## src/rtl/core/adpcm_loop_stream_decoder_assert.svh

```systemverilog
// Assertion macros for the ADPCM loop stream decoder.
// Needs signals clk and arst_n in the scope where a macro is used.
`ifndef ADPCM_LOOP_STREAM_DECODER_ASSERT_SVH
`define ADPCM_LOOP_STREAM_DECODER_ASSERT_SVH

// Same-cycle implication, checked outside reset.
`define ALSD_ASSERT(lbl, pre, post, msg) \
	lbl: assert property (@(posedge clk) disable iff (!arst_n) (pre) |-> (post)) \
		else $error(msg);

// Next-cycle implication, checked outside reset.
`define ALSD_ASSERT_NEXT(lbl, pre, post, msg) \
	lbl: assert property (@(posedge clk) disable iff (!arst_n) (pre) |=> (post)) \
		else $error(msg);

`endif

```

## src/rtl/core/alsd_pkg.sv

```systemverilog
// Types, constants and the step scale table of the ADPCM loop stream decoder.
// No dependencies.
package alsd_pkg;

	localparam int PosW  = 24;
	localparam int PcmW  = 16;
	localparam int StepW = 15;
	localparam int ScaleW = 10;

	localparam logic [StepW-1:0] STEP_MIN   = 15'd127;
	localparam logic [StepW-1:0] STEP_MAX   = 15'd24576;
	localparam logic [PcmW-1:0]  PCM_MIN    = 16'h8000;
	localparam logic [PcmW-1:0]  PCM_MAX    = 16'h7FFF;

	typedef enum logic [1:0] {
		REG_SAMPLE_COUNT = 2'd0,
		REG_LOOP_ENABLE  = 2'd1,
		REG_LOOP_BEGIN   = 2'd2,
		REG_LOOP_FINISH  = 2'd3
	} reg_idx_t;

	typedef enum logic {
		OP_RESTART = 1'b0,
		OP_DECODE  = 1'b1
	} opcode_t;

	// Step multiplier in 1/256 units, by nibble magnitude.
	function automatic logic [ScaleW-1:0] step_scale(input logic [2:0] mag);
		logic [ScaleW-1:0] s;
		case (mag)
			3'd4:    s = 10'h133;
			3'd5:    s = 10'h199;
			3'd6:    s = 10'h200;
			3'd7:    s = 10'h266;
			default: s = 10'h0E6;
		endcase
		return s;
	endfunction

endpackage

```

## src/rtl/core/adpcm_loop_stream_decoder.sv

```systemverilog
// From input request accepted to result valid, a request passes the input register,
// then the result register. Throughput: one request per cycle when the output side
// takes results; the decode math between the two registers closes the
// predictor/step feedback combinationally. Reset clears control state, the
// configuration registers and the decoder state (step to 127); no clearing pass.
// Depends on alsd_pkg and adpcm_loop_stream_decoder_assert.svh.
module adpcm_loop_stream_decoder (
	input  logic        clk,
	input  logic        arst_n,
	input  logic        cfg_we,
	input  logic [1:0]  cfg_addr,
	input  logic [23:0] cfg_data,
	input  logic        s_tvalid,
	output logic        s_tready,
	input  logic [7:0]  s_tdata,   // [7:0] data_byte
	input  logic        s_tuser,   // [0] opcode
	output logic        m_tvalid,
	input  logic        m_tready,
	output logic [39:0] m_tdata,   // [15:0] pcm_sample, [39:16] next_position
	output logic        m_tlast    // ended
);
	import alsd_pkg::*;

	// configuration
	logic [PosW-1:0] count_q, begin_q, finish_q;
	logic            loop_en_q;

	// decoder state
	logic [PcmW-1:0]  pred_q, saved_pred_q;
	logic [StepW-1:0] step_q, saved_step_q;
	logic [PosW-1:0]  pos_q;
	logic             snap_q;

	// input stage
	logic       valid_s1;
	opcode_t    op_s1;
	logic [7:0] byte_s1;

	// result stage
	logic [PcmW-1:0] pcm_s2;
	logic [PosW-1:0] npos_s2;
	logic            ended_s2;

	logic adv;
	assign adv      = valid_s1 && (!m_tvalid || m_tready);
	assign s_tready = !valid_s1 || adv;

	always_ff @(posedge clk or negedge arst_n) begin
		if (!arst_n) begin
			count_q   <= '0;
			loop_en_q <= 1'b0;
			begin_q   <= '0;
			finish_q  <= '0;
		end else if (cfg_we) begin
			case (reg_idx_t'(cfg_addr))
				REG_SAMPLE_COUNT: count_q   <= cfg_data;
				REG_LOOP_ENABLE:  loop_en_q <= cfg_data[0];
				REG_LOOP_BEGIN:   begin_q   <= cfg_data;
				REG_LOOP_FINISH:  finish_q  <= cfg_data;
				default: ;
			endcase
		end
	end

	// decode datapath
	logic                past_end, snap, rewind;
	logic [3:0]          code;
	logic [2:0]          mag;
	logic [StepW+3:0]    prod_d;
	logic [PcmW-1:0]     delta;
	logic signed [17:0]  sum;
	logic [PcmW-1:0]     pred_sat;
	logic [StepW+ScaleW-1:0] prod_q;
	logic [16:0]         step_raw;
	logic [StepW-1:0]    step_clamp;
	logic [PosW-1:0]     pos_inc;
	logic [PcmW-1:0]     pred_nxt, saved_pred_nxt;
	logic [StepW-1:0]    step_nxt, saved_step_nxt;
	logic [PosW-1:0]     pos_nxt;
	logic                snap_nxt;
	logic [PcmW-1:0]     pcm_nxt;

	always_comb begin
		past_end = !loop_en_q && (pos_q >= count_q);
		snap     = loop_en_q && !snap_q && (pos_q == begin_q);
		code     = pos_q[0] ? byte_s1[7:4] : byte_s1[3:0];
		mag      = code[2:0];

		prod_d = step_q * {15'd0, mag, 1'b1};
		delta  = prod_d[StepW+3:3];
		if (code[3])
			sum = $signed({{2{pred_q[PcmW-1]}}, pred_q}) - $signed({2'b00, delta});
		else
			sum = $signed({{2{pred_q[PcmW-1]}}, pred_q}) + $signed({2'b00, delta});
		if (sum < -18'sd32768)
			pred_sat = PCM_MIN;
		else if (sum > 18'sd32767)
			pred_sat = PCM_MAX;
		else
			pred_sat = sum[PcmW-1:0];

		prod_q   = {{ScaleW{1'b0}}, step_q} * {{StepW{1'b0}}, step_scale(mag)};
		step_raw = prod_q[StepW+ScaleW-1:8];
		if (step_raw < {2'b00, STEP_MIN})
			step_clamp = STEP_MIN;
		else if (step_raw > {2'b00, STEP_MAX})
			step_clamp = STEP_MAX;
		else
			step_clamp = step_raw[StepW-1:0];

		pos_inc = pos_q + 24'd1;
		rewind  = loop_en_q && (pos_inc >= finish_q);

		saved_pred_nxt = snap ? pred_q : saved_pred_q;
		saved_step_nxt = snap ? step_q : saved_step_q;
		snap_nxt       = snap_q || snap;

		// defaults: state unchanged
		pred_nxt = pred_q;
		step_nxt = step_q;
		pos_nxt  = pos_q;
		pcm_nxt  = '0;
		if (op_s1 == OP_RESTART) begin
			pred_nxt       = '0;
			step_nxt       = STEP_MIN;
			pos_nxt        = '0;
			saved_pred_nxt = '0;
			saved_step_nxt = '0;
			snap_nxt       = 1'b0;
		end else if (past_end) begin
			saved_pred_nxt = saved_pred_q;
			saved_step_nxt = saved_step_q;
			snap_nxt       = snap_q;
		end else begin
			pcm_nxt = pred_sat;
			if (rewind) begin
				// restore uses a snapshot taken by this very sample too
				pred_nxt = saved_pred_nxt;
				step_nxt = saved_step_nxt;
				pos_nxt  = begin_q;
			end else begin
				pred_nxt = pred_sat;
				step_nxt = step_clamp;
				pos_nxt  = pos_inc;
			end
		end
	end

	always_ff @(posedge clk or negedge arst_n) begin
		if (!arst_n) begin
			pred_q       <= '0;
			step_q       <= STEP_MIN;
			pos_q        <= '0;
			saved_pred_q <= '0;
			saved_step_q <= '0;
			snap_q       <= 1'b0;
		end else if (adv) begin
			pred_q       <= pred_nxt;
			step_q       <= step_nxt;
			pos_q        <= pos_nxt;
			saved_pred_q <= saved_pred_nxt;
			saved_step_q <= saved_step_nxt;
			snap_q       <= snap_nxt;
		end
	end

	always_ff @(posedge clk or negedge arst_n) begin
		if (!arst_n) begin
			valid_s1 <= 1'b0;
		end else if (s_tready) begin
			valid_s1 <= s_tvalid;
		end
	end

	always_ff @(posedge clk) begin
		if (s_tready && s_tvalid) begin
			op_s1   <= opcode_t'(s_tuser);
			byte_s1 <= s_tdata;
		end
	end

	always_ff @(posedge clk or negedge arst_n) begin
		if (!arst_n) begin
			m_tvalid <= 1'b0;
		end else if (adv) begin
			m_tvalid <= 1'b1;
		end else if (m_tready) begin
			m_tvalid <= 1'b0;
		end
	end

	always_ff @(posedge clk) begin
		if (adv) begin
			pcm_s2   <= pcm_nxt;
			npos_s2  <= pos_nxt;
			ended_s2 <= !loop_en_q && (pos_nxt >= count_q);
		end
	end

	assign m_tdata = {npos_s2, pcm_s2};
	assign m_tlast = ended_s2;

`include "adpcm_loop_stream_decoder_assert.svh"

	`ALSD_ASSERT(a_step_max, 1'b1, step_q <= STEP_MAX, "step above maximum")
	`ALSD_ASSERT(a_stall_holds, m_tvalid && !m_tready && valid_s1, !s_tready, "input taken over stalled request")
	`ALSD_ASSERT_NEXT(a_restart_clears, adv && op_s1 == OP_RESTART, pos_q == '0 && !snap_q && step_q == STEP_MIN, "restart did not clear state")
	`ALSD_ASSERT_NEXT(a_result_valid, adv, m_tvalid, "processed request gave no result")

endmodule

```

## config.mk

```make
export PLATFORM = sky130hd
export DESIGN_NAME = adpcm_loop_stream_decoder
export DESIGN_NICKNAME = d
export VERILOG_FILES = /design/src/rtl/core/alsd_pkg.sv /design/src/rtl/core/adpcm_loop_stream_decoder.sv
export VERILOG_INCLUDE_DIRS = /design/src /design/src/rtl/core
export SDC_FILE = /design/constraint.sdc
export NUM_CORES = 1
export LEC_CHECK = 0
export BUFFER_PORTS_ARGS = -buffer_cell sky130_fd_sc_hd__buf_4
export CORE_MARGIN = 4
export CORE_UTILIZATION = 40
export DETAILED_ROUTE_END_ITERATION = 8
export REMOVE_ABC_BUFFERS = 1
export SYNTH_ARGS = -nofsm -noshare
export SYNTH_HDL_FRONTEND = slang
export SYNTH_SLANG_ARGS = --single-unit
```

## constraint.sdc

```tcl
create_clock -name clk -period 7.1 [get_ports clk]
set_input_delay 0.71 -clock clk [delete_from_list [all_inputs] [get_ports clk]]
set_output_delay 0.71 -clock clk [all_outputs]
set_load 0.005 [all_outputs]
```

; Yosys cells after proc, flatten, opt, wreduce, memory -nomap -nowiden
; Cells that the tools add are included.
[word_totals]
regBits = 212
inputBits = 40
output_inout_bits = 43
wordCells = 87
[op_classes]
add_sub_neg = 3
n_mul = 2
n_lt_le_gt_ge = 7
n_eq_ne = 9
muxes = 26
bitwise = 1
n_reduce_logical = 22
[ops]
columns = op, n
row1 = $mux 16, 8
row2 = $mux 15, 8
row3 = $ge 24x24->1, 3
row4 = $mux 24, 3
row5 = $pmux 10 s4, 1
row6 = $mul 15x10->25, 1
row7 = $add 24x1->24 const B, 1
row8 = $eq 24x24->1, 1
row9 = $mul 15x4->19, 1
row10 = $add 16x17->18, 1
row11 = $gt 18x16->1 const B, 1
row12 = $lt 18x16->1 const B, 1
row13 = $mux 18, 1
row14 = $sub 16x17->18, 1
row15 = $gt 17x15->1 const B, 1
row16 = $lt 17x7->1 const B, 1
row17 = $eq 3x3->1 const B, 4
row18 = $reduce_and 2->1, 5
row19 = $logic_and 1x1->1, 7
row20 = $eq 2x2->1 const B, 2
row21 = $logic_not 1->1, 4
row22 = $mux 1, 4
row23 = $mux 4, 1
row24 = $logic_or 1x1->1, 3
row25 = other kinds (6), 6

; Depth between registers and ports, before layout
[depth]
word_depth = 10
ltp_mapped = 33
ltp_nobuf = 31

; Least setup slack after synthesis
; No wires, ideal clock.
[synth_timing]
path_kind = reg2reg
from = register pos_q[0]
to = register step_q[10]
setup_ps = 126
t_arrival_ps = 7294
t_required_ps = 6974
setup_slack_ps = -320
path_stages_with_launch = 30
path_buffers = 4
synth_period_minus_slack_ps = 7420
cell_sequence = dfrtp_1 buf_6 clkbuf_1 mux2i_1 clkbuf_1 nor2_1 clkbuf_1 nand2_1 fa_1 inv_1 fa_1 inv_1 fa_1 inv_1 fa_1 inv_1 fa_1 inv_1 ha_1 a21o_1 a21o_1 a21oi_1 a21boi_0 o21bai_1 mux2_2 o2111ai_1 nor2_1 o31ai_1 nor2_1 a221o_1
[synth_via]
elab_chain_len = 10
word_cells_on_any_way = 24
classes_between = add/sub (1) / mul (1) / order compare (4) / eq/ne (6) / mux (8) / reduce/logical (4)
[synth_lines]
columns = element, line
row1 = "start, declared", adpcm_loop_stream_decoder.sv:31  ; logic [PosW-1:0] pos_q;
row2 = "start signal, assigned", adpcm_loop_stream_decoder.sv:160  ; pos_q <= pos_nxt;
row3 = $mux 4, adpcm_loop_stream_decoder.sv:86  ; code = pos_q[0] ? byte_s1[7:4] : byte_s1[3:0];
row4 = $eq 3x3->1, alsd_pkg.sv:30  ; case (mag)
row5 = $pmux 10 s4, alsd_pkg.sv:30
row6 = $mul 15x10->25, adpcm_loop_stream_decoder.sv:102  ; prod_q = {{ScaleW{1'b0}}, step_q} * {{StepW{1'b0}}, step_scale(mag)};
row7 = $gt 17x15->1, adpcm_loop_stream_decoder.sv:106  ; else if (step_raw > {2'b00, STEP_MAX})
row8 = $mux 15, adpcm_loop_stream_decoder.sv:106
row9 = $mux 15, adpcm_loop_stream_decoder.sv:104  ; if (step_raw < {2'b00, STEP_MIN})
row10 = $mux 15, adpcm_loop_stream_decoder.sv:136  ; if (rewind) begin
row11 = $mux 15, adpcm_loop_stream_decoder.sv:130  ; end else if (past_end) begin
row12 = $mux 15, adpcm_loop_stream_decoder.sv:123  ; if (op_s1 == OP_RESTART) begin
row13 = "end signal, assigned", adpcm_loop_stream_decoder.sv:159  ; step_q <= step_nxt;
row14 = "end, declared", adpcm_loop_stream_decoder.sv:30  ; logic [StepW-1:0] step_q, saved_step_q;
; Several ways; a longest one is shown, not always the timed one. The select of a mux whose other input is x is not followed.
; A chain may end at the register's enable or synchronous reset.

; Worst setup path in the final report
[layout_timing]
from = register pos_q[0]
to = register step_q[6]
; The elaborated chain is that of the path after synthesis.

==> summary.md <==
| Metric | Value |
|---|---|
| Global-route wire length before repair | ~86000 um |
| # DRC | 0 |
| Mapped Area | about 19000 sq um |
| Placed instance area | about 21000 sq um |
| Vias in the first global route | approximately 16k |
| Min cycle time layout | 6870 ps |
| Layout area overhead | 22.1% |
| Core ar. | 45600 sq um |
| Die width | about 220 um |
| Drt total wl | about 54000 um |
| Number of port buffers | roughly 80 |
| Worst slew margin | 25.2% |
| Area leader, netlist | dfrtp_1 |
| 1st-pass router iterations | 5 |
| Clock-pin slew on the worst setup and hold paths | 70 ps |
| Initial antenna violation count | 0 |
| Placer congestion estimate | approximately 0.92 |
| ANT cells | 0 |
| Max Freq | around 150 MHz |
| Main flop type after synthesis | dfrtp_1 |
| Yosys top cell area share | around a fifth |
| Gr usage total | a little over a fifth |
| Clock tree buffer depth | 3 |
| CTS Sinks | about 210 |
| Startpoint types | register |
| Chip Height | around 220 um |
| DR vias | 15.0k |
| Crit-path max cell delay | approximately 580 ps |
| Post-route ant nets | 0 |
| Non-Filler Instances | 2763 |
| Slowest CP cell | fa_1 |
| Root Driver | clkbuf_16 |
| CP Max Fanout | 6 |
| Worst setup EP type | register |
| Sequential fraction of the synthesis area | between 20% and 30% |
| Worst path most repeated cell | fa_1 |
| Kind of critical path | register to register |
| R2R cell count | 25 |
| Setup violators final | 0 |
| Worst-Margin Slew | between 1000 and 1500 ps |
| Hold Violations, Final | 0 |
| Max-slew violations | 0 |
| CP required | around 7600 ps |
| Critical path arrival | between 7000 and 8000 ps |
| Setup skew after layout | ~37 ps |
| Insertion delay to the later sink of the worst-skew pair | roughly 560 ps |
| Placed insts | approximately 2.7k |
| Gr ovfl total | 0 |
| RR Startpoint | pos_q[0] |
| Worst hold path class | primary input to asynchronous set/reset pin |
| Max cap viols | 0 |
| Status | finished clean |
| Die Area | 49900 sq um |
| Post-synth EDFFs | 50 |
| Syn Area/Cell | approximately 10 sq um |
| #FFs+latches synth | 212 |
| Initial core utilization | between 40% and 50% |
| DR iter-0 viols | between 900 and 1k |
| Final period util | 96.8% |
| Cells after Synth | ~1.9k |
| CTS Buf Count | 25 |
| CTS tree | built |
| Layout Nets | around 2.5k |
| Wire per inst | 19.5 um |
| Critical Path Sink | step_q[6] |
| Synthesis warning total | 0 |
| Layout cell share with drive strength beyond 1 | 23.4% |
| R2R setup slack | between 200 and 250 ps |
| Rows | about 80 |
| Worst reg2reg path endpoint | step_q[6] |
| Via density | between 5 and 6 |
| Async set-reset flop share out of synthesis | 76.4% |
| Largest net degree at the start of global routing | 97 |
| I/O pin total | 83 |
| Ranking of synthesized cells by area | dfrtp_1, fa_1, ha_1 |
| CP startpoint | pos_q[0] |
| H-tree depth reported by CTS | 1 |
| DP HPWL | 40900 um |
| Fin area | roughly 23000 sq um |
| Count of different cell masters after synthesis | between 80 and 90 |
-- timing repair --
item                                    4_1_cts  5_1_grt
pin swaps                                     7       39
resized for setup                            23       97
cloned                                        1        2
setup buffers                                 5       13
hold buffers                                  0        0
endpoints found under the setup margin       46       48
-- worst min path at each step --
stage | cells after the start | start | end | slack, ps
6_report | 1 | arst_n | count_q[12] | 270
5_1_grt | 1 | arst_n | count_q[12] | 340
4_1_cts | 1 | arst_n | count_q[12] | 300
3_5_place_dp | 2 | saved_pred_q[0] | saved_pred_q[0] | 460
3_3_place_gp | 2 | saved_pred_q[0] | saved_pred_q[0] | 450
2_1_floorplan | 0 | arst_n | begin_q[0] | 410
-- per-layer routing --
layer	GRT usage (%)	vias up	wire [um]	share of wire [%]
met5	0	-	0	0
met4	5.25	0	1340	2.5
met3	3.34	93	2920	5.4
met2	33.9	404	24400	45
met1	30.6	7430	25200	47
li1	-	7097	-	-
-- metrics by stage --
stage | util [%] | TNS (ps) | hold slack [ps] | setup slack (ps)
3_5_place_dp | 46.3 | -8860 | 456 | -321
6_report | 49.7 | 0 | 268 | 230
4_1_cts | 48.5 | 0 | 297 | 10.6
2_1_floorplan | - | -16720 | 414 | -877
3_3_place_gp | 46.3 | -6070 | 449 | -226
5_1_grt | 49.7 | -339 | 336 | -68.5
-- synthesized netlist by cell type, drive strengths merged, types with 12 or more instances --
library cell  number
o2bb2ai           13
mux2i             29
ha               170
xnor2             67
o22ai             22
nor2b             32
xor2              37
inv              203
a22oi             16
edfxtp            50
nand3             27
nor2             108
fa               128
o21ai            102
a211oi            12
nor3              24
a22o              32
clkbuf            73
o21bai            13
and2              80
a21oi             82
dfrtp            155
nand2b            16
nand2            123
mux2              54
and3              22
a21o              49
nand4             22
-- layout make-up --
class                      count  area (sq um)
fill                        4114         22900
multi-input combinational   1399         12400
sequential                   212          5570
timing repair buffer         303          2370
inverter                     203           762
tap                          600           751
clock buffer                  30           706
clock inverter                16           146
-- critical path: cells and delay by family, from the launching register on --
kind	cells	cell delay, ps
compound gates	9	1980
xor+xnor	2	290
fa+ha+maj	6	2790
buf+inv	5	720
flops	1	440
mux	1	190
simple gates	2	390
-- placed cells by master, fill, tap and decap left out, types with 9 or more instances in the layout --
master	n
nor2_2	10
clkbuf_16	27
buf_4	288
nor3_1	22
nor2_1	96
xor2_1	36
o22ai_1	22
a21oi_2	9
nand3_1	26
mux2_2	53
and2_1	77
a21oi_1	70
o21ai_1	15
edfxtp_1	50
inv_1	202
dfrtp_1	154
o2bb2ai_1	13
nand2b_1	16
mux2i_1	26
a22oi_1	16
a21o_1	49
and3_1	20
fa_1	126
buf_6	9
o21ai_0	82
nand4_1	22
nand2_1	116
ha_1	167
o21bai_1	12
a22o_1	32
nor2b_1	30
o21a_1	11
xnor2_1	62
-- logic make-up after synthesis --
logic type      share of synthesized area, %
simple gates                            13.6
compound gates                          15.3
fa+ha+maj                               25.3
buf+inv                                 5.98
flops                                   30.0
xor+xnor                                4.95
mux                                     4.91
-- sequential cells by signal, summed over array words and instances (netlist names) --
name,count
begin_q,24
byte_s1,8
count_q,24
finish_q,24
loop_en_q,1
m_tlast,1
m_tvalid,1
npos_s2,24
op_s1,1
pcm_s2,16
pos_q,24
pred_q,16
saved_pred_q,16
saved_step_q,15
snap_q,1
step_q,15
valid_s1,1
Power is not shown: default switching activity piles up to over one toggle a cycle in this logic, so the estimate is an artifact.
